### src/sv/qts_pkg.sv
`timescale 1ns / 1ps

package qts_pkg;

    localparam int unsigned MAX_LEN    = 256;
    localparam int unsigned MAX_TOKENS = 16;

    localparam int unsigned POS_CAP_INT   = (MAX_LEN - 1 > 255) ? 255 : (MAX_LEN - 1);
    localparam int unsigned TOKEN_CAP_INT = (MAX_TOKENS > 16) ? 16 : MAX_TOKENS;

    localparam logic [7:0] POS_CAP   = POS_CAP_INT[7:0];
    localparam logic [4:0] TOKEN_CAP = TOKEN_CAP_INT[4:0];

    localparam logic [7:0] SPLIT_CHAR_RST = 8'd32;
    localparam logic [7:0] QUOTE_CHAR_RST = 8'd34;
    localparam logic [4:0] MAX_TOKENS_RST = 5'd8;

    typedef enum logic [1:0] {
        REG_SPLIT_CHAR = 2'd0,
        REG_QUOTE_CHAR = 2'd1,
        REG_MAX_TOKENS = 2'd2
    } reg_index_t;

    typedef enum logic [2:0] {
        ACT_NONE  = 3'd0,
        ACT_START = 3'd1,
        ACT_SPLIT = 3'd2,
        ACT_END   = 3'd3,
        ACT_STOP  = 3'd4
    } action_t;

    typedef struct packed {
        logic [7:0] split_char;
        logic [7:0] quote_char;
        logic [4:0] max_tokens;
    } cfg_t;

    typedef struct packed {
        logic       inside_token;
        logic       inside_quote;
        logic [4:0] tokens_seen;
        logic [7:0] last_split_pos;
        logic [7:0] char_position;
        logic       limit_hit;
    } line_state_t;

    typedef struct packed {
        logic       fully_split;
        logic [4:0] token_count;
        logic [7:0] restore_position;
        logic [3:0] token_number;
        action_t    action;
        logic [7:0] position;
    } result_t;

endpackage

### src/sv/qts_step.sv
`timescale 1ns / 1ps

module qts_step (
    input  qts_pkg::cfg_t        cfg,
    input  qts_pkg::line_state_t state_cur,
    input  logic [7:0]           char_code,
    output qts_pkg::line_state_t state_next,
    output qts_pkg::result_t     result
);

    logic [4:0] limit;
    logic       is_quote;
    logic       is_split;

    always_comb begin
        if (cfg.max_tokens == 5'd0) begin
            limit = 5'd1;
        end else if (cfg.max_tokens > qts_pkg::TOKEN_CAP) begin
            limit = qts_pkg::TOKEN_CAP;
        end else begin
            limit = cfg.max_tokens;
        end
    end

    assign is_quote = (char_code == cfg.quote_char);
    assign is_split = (char_code == cfg.split_char);

    always_comb begin
        state_next                = state_cur;
        result.position           = state_cur.char_position;
        result.action             = qts_pkg::ACT_NONE;
        result.token_number       = 4'd0;
        result.restore_position   = 8'd0;
        result.token_count        = 5'd0;
        result.fully_split        = 1'b0;

        if (char_code == 8'd0) begin
            result.action      = qts_pkg::ACT_END;
            result.token_count = state_cur.tokens_seen;
            result.fully_split = !state_cur.limit_hit;
            state_next         = '0;
        end else begin
            if (!state_cur.limit_hit) begin
                if (state_cur.inside_quote) begin
                    if (is_quote) begin
                        state_next.inside_quote = 1'b0;
                    end
                end else if (state_cur.inside_token && is_quote) begin
                    state_next.inside_quote = 1'b1;
                end else if (state_cur.inside_token && is_split) begin
                    state_next.inside_token   = 1'b0;
                    state_next.last_split_pos = state_cur.char_position;
                    result.action             = qts_pkg::ACT_SPLIT;
                end else if (!state_cur.inside_token && !is_split) begin
                    if (state_cur.tokens_seen >= limit) begin
                        state_next.limit_hit    = 1'b1;
                        result.action           = qts_pkg::ACT_STOP;
                        result.restore_position = state_cur.last_split_pos;
                    end else begin
                        result.action           = qts_pkg::ACT_START;
                        result.token_number     = state_cur.tokens_seen[3:0];
                        state_next.tokens_seen  = state_cur.tokens_seen + 5'd1;
                        state_next.inside_token = 1'b1;
                        if (is_quote) begin
                            state_next.inside_quote = 1'b1;
                        end
                    end
                end
            end
            if (state_cur.char_position < qts_pkg::POS_CAP) begin
                state_next.char_position = state_cur.char_position + 8'd1;
            end
        end
    end

endmodule

### src/sv/quoted_token_splitter_top.sv
`timescale 1ns / 1ps

// channel   dir  handshake                      payload
// s_axis    in   s_axis_tvalid / s_axis_tready  tdata: char_code
// m_axis    out  m_axis_tvalid / m_axis_tready  tdata: result fields, tuser: action
// cfg       in   cfg_valid / cfg_ready          cfg_index, cfg_data
//
// one result per character, registered and presented in the cycle after the character is taken
// a new character is taken every cycle while the result register drains
// the step logic is combinational; the single result register after it holds each result
// aresetn low clears line state, result valid and restores register defaults
// a stalled m_axis holds its result; s_axis_tready drops only while it is full

module quoted_token_splitter_top (
    input  logic        aclk,
    input  logic        aresetn,
    input  logic        s_axis_tvalid,
    output logic        s_axis_tready,
    input  logic [7:0]  s_axis_tdata,   // [7:0] char_code
    output logic        m_axis_tvalid,
    input  logic        m_axis_tready,
    output logic [31:0] m_axis_tdata,   // [7:0] position, [11:8] token_number,
                                        // [19:12] restore_position, [24:20] token_count,
                                        // [25] fully_split, [31:26] zero
    output logic [2:0]  m_axis_tuser,   // [2:0] action
    input  logic        cfg_valid,
    output logic        cfg_ready,
    input  logic [1:0]  cfg_index,
    input  logic [7:0]  cfg_data
);

    qts_pkg::cfg_t        cfg_reg;
    qts_pkg::line_state_t state_reg;
    qts_pkg::line_state_t state_next;
    qts_pkg::result_t     result_reg;
    qts_pkg::result_t     result_next;
    logic                 out_valid_reg;
    logic                 in_accept;

    assign cfg_ready     = 1'b1;
    assign s_axis_tready = !out_valid_reg || m_axis_tready;
    assign in_accept     = s_axis_tvalid && s_axis_tready;

    qts_step u_step (
        .cfg        (cfg_reg),
        .state_cur  (state_reg),
        .char_code  (s_axis_tdata),
        .state_next (state_next),
        .result     (result_next)
    );

    always_ff @(posedge aclk) begin
        if (!aresetn) begin
            cfg_reg.split_char <= qts_pkg::SPLIT_CHAR_RST;
            cfg_reg.quote_char <= qts_pkg::QUOTE_CHAR_RST;
            cfg_reg.max_tokens <= qts_pkg::MAX_TOKENS_RST;
        end else if (cfg_valid && cfg_ready) begin
            case (cfg_index)
                qts_pkg::REG_SPLIT_CHAR: cfg_reg.split_char <= cfg_data;
                qts_pkg::REG_QUOTE_CHAR: cfg_reg.quote_char <= cfg_data;
                qts_pkg::REG_MAX_TOKENS: cfg_reg.max_tokens <= cfg_data[4:0];
                default: ;
            endcase
        end
    end

    always_ff @(posedge aclk) begin
        if (!aresetn) begin
            state_reg     <= '0;
            out_valid_reg <= 1'b0;
        end else begin
            if (in_accept) begin
                state_reg     <= state_next;
                out_valid_reg <= 1'b1;
            end else if (m_axis_tready) begin
                out_valid_reg <= 1'b0;
            end
        end
    end

    always_ff @(posedge aclk) begin
        if (in_accept) begin
            result_reg <= result_next;
        end
    end

    assign m_axis_tvalid = out_valid_reg;
    assign m_axis_tuser  = result_reg.action;
    assign m_axis_tdata  = {6'd0,
                            result_reg.fully_split,
                            result_reg.token_count,
                            result_reg.restore_position,
                            result_reg.token_number,
                            result_reg.position};

    // quote region only exists inside a token
    a_quote_in_token: assert property (@(posedge aclk) disable iff (!aresetn)
        state_reg.inside_quote |-> state_reg.inside_token)
        else $error("quote open outside a token");

    // a stop leaves no open token
    a_stop_closed: assert property (@(posedge aclk) disable iff (!aresetn)
        state_reg.limit_hit |-> (!state_reg.inside_token && !state_reg.inside_quote))
        else $error("token still open after stop");

    // token count never passes the hard cap
    a_count_cap: assert property (@(posedge aclk) disable iff (!aresetn)
        state_reg.tokens_seen <= qts_pkg::TOKEN_CAP)
        else $error("token count above cap");

    // terminator clears the line
    a_end_clears: assert property (@(posedge aclk) disable iff (!aresetn)
        (in_accept && s_axis_tdata == 8'd0) |=>
            (state_reg.tokens_seen == 5'd0 && state_reg.char_position == 8'd0
             && !state_reg.limit_hit))
        else $error("line state not cleared at terminator");

endmodule
### config.mk
export PLATFORM = sky130hd
export DESIGN_NAME = quoted_token_splitter_top
export DESIGN_NICKNAME = d
export VERILOG_FILES = /design/src/sv/qts_pkg.sv /design/src/sv/qts_step.sv /design/src/sv/quoted_token_splitter_top.sv
export SDC_FILE = /design/constraint.sdc
export NUM_CORES = 1
export LEC_CHECK = 0
export BUFFER_PORTS_ARGS = -buffer_cell sky130_fd_sc_hd__buf_2
export CORE_ASPECT_RATIO = 0.9
export CORE_MARGIN = 2
export CORE_UTILIZATION = 44
export CTS_CLUSTER_SIZE = 8
export DETAILED_ROUTE_END_ITERATION = 16
export PLACE_DENSITY_LB_ADDON = 0.05
export SLEW_MARGIN = 20
export SYNTH_ARGS = -nofsm -noshare
export SYNTH_HDL_FRONTEND = slang
export SYNTH_SLANG_ARGS = --single-unit
### constraint.sdc
create_clock -name aclk -period 4.4 [get_ports aclk]
set_input_delay 0.44 -clock aclk [delete_from_list [all_inputs] [get_ports aclk]]
set_output_delay 0.44 -clock aclk [all_outputs]
set_load 0.02 [all_outputs]
=== Yosys cells after proc, flatten, opt, wreduce, memory -nomap -nowiden ===
Index checks and enable logic that the tools add are counted.
Widths: inputs -> output; s select.

* Bits of input ports: 23
* Output and inout bits: 38
* Flip-flop bits (word level): 75
* Word-level logic and storage cells: 94

* Reductions and logical operators: 28
* Bitwise logic cells: 2
* Muxes and demuxes: 32
* Equality and inequality tests: 10
* Add/sub/neg operators: 2
* Order comparisons: 3

{| class="wikitable"
|+ Operators by type and width
! operator !! number
|-
| $mux 13 || 2
|-
| $mux 24 || 1
|-
| $eq 8x8->1 || 2
|-
| $mux 8 || 2
|-
| $mux 1 || 15
|-
| $mux 15 || 1
|-
| $mux 7 || 2
|-
| $reduce_or 7->1 || 2
|-
| $mux 2 || 5
|-
| $mux 5 || 2
|-
| $ne 2x1->1 const B || 5
|-
| $reduce_and 2->1 || 5
|-
| $add 8x1->8 const B || 1
|-
| $logic_not 8->1 || 1
|-
| $lt 8x8->1 const B || 1
|-
| $reduce_bool 2->1 || 4
|-
| $reduce_and 7->1 || 1
|-
| $mux 6 || 1
|-
| $reduce_and 6->1 || 1
|-
| $reduce_or 6->1 || 1
|-
| $add 5x1->5 const B || 1
|-
| $ge 5x5->1 || 1
|-
| $gt 5x5->1 const B || 1
|-
| $logic_not 5->1 || 1
|-
| other kinds (11) || 18
|}

=== Depth between registers and ports, before layout ===
* Depth in word-level cells: 11
* Mapped depth: 10
* Depth with buffers taken out: 10

=== Cells and area by module ===
A second synthesis with hierarchy kept.

* Cells, all modules: 403
* Area, all modules: 3843.7 µm²

{| class="wikitable"
|+ By module, submodules not included
! module !! sequential area each (µm²) !! area an instance (µm²) !! cells each !! times used
|-
| quoted_token_splitter_top || 1791.7 || 2708.8 || 227 || 1
|-
| qts_step || 0.0 || 1134.8 || 176 || 1
|}

=== Worst setup path before layout ===
OpenSTA, ideal clock, no wires.

* Path type: input port to flip-flop
* Start: input port m_axis_tready
* End: register state_reg[23] in the netlist's numbering
* Required time: 4.278 ns
* Slack: 2.041 ns
* Setup time: 0.122 ns
* Arrival time: 2.237 ns
* Path buffers: 0
* Stages: 5
* Cell sequence: nand2b_1 -> nand2_1 -> clkinv_1 -> and2_1 -> a311o_1

* Word-level cells in the longest chain between the ends: 3

{| class="wikitable"
|+ Ends and longest elaborated chain
! item !! RTL line !! RTL
|-
| start: declaration || quoted_token_splitter_top.sv:21 || <nowiki>input logic m_axis_tready,</nowiki>
|-
| $logic_or 1x1->1 || quoted_token_splitter_top.sv:41 || <nowiki>assign s_axis_tready = !out_valid_reg || m_axis_tready;</nowiki>
|-
| $logic_and 1x1->1 || quoted_token_splitter_top.sv:42 || <nowiki>assign in_accept = s_axis_tvalid && s_axis_tready;</nowiki>
|-
| via in_accept || quoted_token_splitter_top.sv:38 || <nowiki>logic in_accept;</nowiki>
|-
| $reduce_and 6->1 (no source line) || n/a ||
|-
| end signal: assignment || quoted_token_splitter_top.sv:73 || <nowiki>state_reg <= state_next;</nowiki>
|-
| end: declaration || quoted_token_splitter_top.sv:33 || <nowiki>qts_pkg::line_state_t state_reg;</nowiki>
|}

The timed path passes the listed nets, and every way through them passes these cells.
A chain may end at the register's enable or synchronous reset.

=== Worst setup path in the final report ===
* Start: register cfg_reg[2] in the netlist's numbering
* End: register state_reg[17] in the netlist's numbering

* Word-level cells in the longest chain between the ends: 6
* Elaborated cells between the ends (all ways): 7
* Those cells by class: 2 x order compare; 1 x eq/ne; 2 x mux; 2 x reduce/logical

{| class="wikitable"
|+ Ends and longest elaborated chain
! item !! RTL line !! RTL
|-
| start: declaration || quoted_token_splitter_top.sv:32 || <nowiki>qts_pkg::cfg_t cfg_reg;</nowiki>
|-
| $gt 5x5->1 || qts_step.sv:18 || <nowiki>end else if (cfg.max_tokens > qts_pkg::TOKEN_CAP) begin</nowiki>
|-
| $mux 5 || qts_step.sv:18 ||
|-
| $mux 5 * || qts_step.sv:16 || <nowiki>if (cfg.max_tokens == 5'd0) begin</nowiki>
|-
| $ge 5x5->1 * || qts_step.sv:55 || <nowiki>if (state_cur.tokens_seen >= limit) begin</nowiki>
|-
| $ne 2x1->1 (no source line) * || n/a ||
|-
| $reduce_and 7->1 (no source line) * || n/a ||
|}

Mark *: on every way between the ends. The rest lies on a longest branch, timed or not.

==> impl_metrics.json <==
{
  "routedWlPerCell_um": 14.5,
  "pwr_density_cell_mw_per_mm2": 371,
  "initial_core_util_pct": 45.5,
  "grt_start_max_net_pins": 39,
  "syn_area_per_cell_sq_um": 10.9,
  "io_pins": 61,
  "synth_top_cells_by_count": "46 x sky130_fd_sc_hd__dfxtp_1, 29 x sky130_fd_sc_hd__edfxtp_1, 28 x sky130_fd_sc_hd__mux2i_1, 28 x sky130_fd_sc_hd__nor2b_1, 21 x sky130_fd_sc_hd__and2_1",
  "worst_skew_pair.late_latency_ns": 0.34,
  "placement.io_buffers": 53,
  "totalWireLength_um": 6830,
  "worstSetupStartpointType": "flop",
  "timing.setup.critical_path_class": "reg -> reg",
  "die_width_um": 97.1,
  "antennaDiodeCount": 0,
  "use_met3_pct": 5.19,
  "synth.distinct_cells": 45,
  "layout.nets": 401,
  "drt-vias-per-instance": 5.08,
  "worst_pin_slew_ns": 0.786,
  "setup-tns-final_ns": 0,
  "gr-max-usage-layer": "met2",
  "fp.coreArea_sq_mm": 0.00754,
  "internal_power_uw": 1080,
  "clk_root_buffer_cell": "sky130_fd_sc_hd__clkbuf_8",
  "worst-path-max-fanout": 6,
  "slew_viol_final": 0,
  "grt_pass1_vias": 2261,
  "slew_headroom_pct": 47.2,
  "dr_total_vias": 2389,
  "netlist_area_sq_mm": 0.00343,
  "p_sw_uw": 390,
  "maxCapViolations": 0,
  "final_antenna_net_count": 0,
  "fmax_mhz": 368,
  "cts_tree": "done",
  "synth_ff_type": "sky130_fd_sc_hd__dfxtp_1",
  "dominant_cell_type_by_area_after_synthesis": "sky130_fd_sc_hd__dfxtp_1",
  "clock_buffer_count_from_cts": 9,
  "detailedRoute.firstIterationViolations": 113,
  "share_seq_of_total_power_pct": 52.1,
  "yosys.cell_count.top_type": "sky130_fd_sc_hd__dfxtp_1",
  "cts-root-to-sink-buffers": 2,
  "vdd_ir_drop_max_mv": 0.242,
  "post-synth-top-area-fraction_pct": 26.8,
  "syn_to_final_growth_pct": 15.5,
  "result_of_the_run": "complete, no violations",
  "cell_leakage_power_uw": 0.00162,
  "timing.final.ws_setup_ns": 1.68,
  "synth_top_cells_by_area": "sky130_fd_sc_hd__dfxtp_1 27%, sky130_fd_sc_hd__edfxtp_1 25%, sky130_fd_sc_hd__mux2i_1 8.2%",
  "num_rows": 30,
  "groute.layer.met1.usage_pct": 25.1,
  "drt_first_pass_iters": 4,
  "power.clock.fraction_pct": 36.2,
  "async_flop_share_pct": 0,
  "ys_ff_latch": 75,
  "n_fill_cell": 708,
  "timing.final.crit_share_pct": 61.8,
  "design.die.area_sq_mm": 0.00852,
  "postCtsResizedCells": 0,
  "grt_first_pass_wirelength_um": 11600,
  "cell_depth_of_the_worst_flop_to_flop_path": 10,
  "number_of_antenna_violations_at_the_first_check_in_global_routing": 0,
  "comb_power_share_pct": 11.6,
  "power_switching_share_pct": 26.5,
  "syn_inst": 314,
  "worst_hold_path.num_cells": 3,
  "worst_setup_hold_path_clk_slew_ns": 0.08,
  "synth_seq_area_share_pct": 52.2,
  "setup_violations": 0,
  "drt_drc_violations_left": 0,
  "post-dp-hpwl_um": 4750,
  "timing.critical_path.required_ns": 4.69,
  "grt_overflow_total": 0,
  "worst_ep_arrival_ns": 3.01,
  "hold_viol": 0,
  "grtUsageTotal_pct": 17.2,
  "endpoint_kind": "flop",
  "die-height_um": 87.8,
  "hold_path.class": "in -> reg",
  "cts_hold_buf": 0,
  "cts-htree-levels": 3,
  "synth-edff-count": 29,
  "largest_reg_flops": 26,
  "pre_cts_slack_ns": 1.79,
  "period_needed_ns": 2.72,
  "postCtsSetupBuffers": 0,
  "tritoncts_num_sinks": 75,
  "use_met2_pct": 25.6,
  "placer_congestion_estimate": 0.781,
  "unrepaired_setup_endpoints_after_global_routing": "no",
  "synth.yosys.warnings": 0,
  "clock-skew-final_ns": 0.00742,
  "final_layout_size_suffix_gt1_share_pct": 20.9
}
-- power groups by stage --
stage / clock (uW) / sequential [uW] / combinational, uW
after CTS: 550 / 767 / 172
after detailed placement: 0 / 783 / 171
after global routing: 578 / 772 / 191
after global placement: 0 / 783 / 169
final: 534 / 767 / 171
after floorplan: 0 / 801 / 101
-- routing by layer --
layer  up-vias  routed length (um)
met3         4                 361
met4         0                  40
met5         -                   0
met1      1122                3520
li1       1199                   -
met2        64                2900
-- through the flow --
stage	power (uW)	instance area, sq um	std cells	utilization, %	hold WS, ns
6_report	1470	3970	470	52.6	0.327
5_1_grt	1540	3970	470	52.6	0.328
3_5_place_dp	954	3760	454	49.9	0.499
2_1_floorplan	902	3450	319	-	0.462
3_3_place_gp	953	3760	454	49.9	0.491
4_1_cts	1490	3970	470	52.6	0.316
-- path summary, 6_finish.rpt --
kind | startpoint | end | slack (ns)
setup / recovery | cfg_reg[2] | state_reg[17] | 1.68
hold / removal | cfg_data[5] | cfg_reg[10] | 0.33
setup reg to reg | cfg_reg[2] | state_reg[17] | 1.68
hold reg to reg | state_reg[10] | state_reg[10] | 0.52
-- logic make-up after synthesis --
family	count (synthesis)	share of synthesized area, %
AOI/OAI and AO/OA	34	7.22
xor gates and xnor gates	20	5.10
adders and majority gates	9	3.28
buffers and inverters	25	3.50
DFF	75	52.2
muxes	28	8.17
other	2	0.219
and+or+nand+nor	121	20.3
-- final cells by class --
class / count / area (sq um) / share of cell area [%]
clock inverter: 6 / 72.6 / 1.83
inverter: 9 / 33.8 / 0.852
timing repair buffer: 55 / 280 / 7.07
sequential: 75 / 1790 / 45.2
multi-input combinational: 219 / 1540 / 38.8
clock buffer: 10 / 128 / 3.22
tap: 96 / 120 / 3.03
-- worst max-delay path, stage by stage, from the launching register on --
cell	delay (ns)
sky130_fd_sc_hd__dfxtp_1	0.33
sky130_fd_sc_hd__nor3_1	0.19
sky130_fd_sc_hd__nor2_1	0.06
sky130_fd_sc_hd__nor2_1	0.12
sky130_fd_sc_hd__ha_1	0.25
sky130_fd_sc_hd__nand2b_1	0.14
sky130_fd_sc_hd__a31oi_1	0.22
sky130_fd_sc_hd__o21ai_1	0.21
sky130_fd_sc_hd__nor4_1	0.69
sky130_fd_sc_hd__and2_1	0.27
sky130_fd_sc_hd__o221a_2	0.19
-- layout by cell type, fill, tap and decap left out, types with 2 or more instances in the layout --
cell                       count
sky130_fd_sc_hd__a21boi_0      3
sky130_fd_sc_hd__a21oi_1       8
sky130_fd_sc_hd__a311oi_1      2
sky130_fd_sc_hd__a31oi_1       2
sky130_fd_sc_hd__a41oi_1       3
sky130_fd_sc_hd__and2_1       21
sky130_fd_sc_hd__and3_1        5
sky130_fd_sc_hd__buf_2        53
sky130_fd_sc_hd__buf_4         2
sky130_fd_sc_hd__clkbuf_8      9
sky130_fd_sc_hd__clkinv_4      2
sky130_fd_sc_hd__conb_1        7
sky130_fd_sc_hd__dfxtp_1      46
sky130_fd_sc_hd__edfxtp_1     29
sky130_fd_sc_hd__ha_1          9
sky130_fd_sc_hd__inv_1         8
sky130_fd_sc_hd__inv_6         2
sky130_fd_sc_hd__mux2i_1      28
sky130_fd_sc_hd__nand2_1      20
sky130_fd_sc_hd__nand2b_1      2
sky130_fd_sc_hd__nand3_1       8
sky130_fd_sc_hd__nand3b_1      2
sky130_fd_sc_hd__nand4_1       4
sky130_fd_sc_hd__nor2_1       14
sky130_fd_sc_hd__nor2b_1      28
sky130_fd_sc_hd__nor3_1        4
sky130_fd_sc_hd__nor4_1        3
sky130_fd_sc_hd__nor4_2        3
sky130_fd_sc_hd__o21ai_0       4
sky130_fd_sc_hd__o21ai_1       2
sky130_fd_sc_hd__o31ai_1       2
sky130_fd_sc_hd__or3_1         2
sky130_fd_sc_hd__or4_1         2
sky130_fd_sc_hd__xnor2_1      12
sky130_fd_sc_hd__xor2_1        8
No activity file was read; power rests on OpenSTA's default activity.
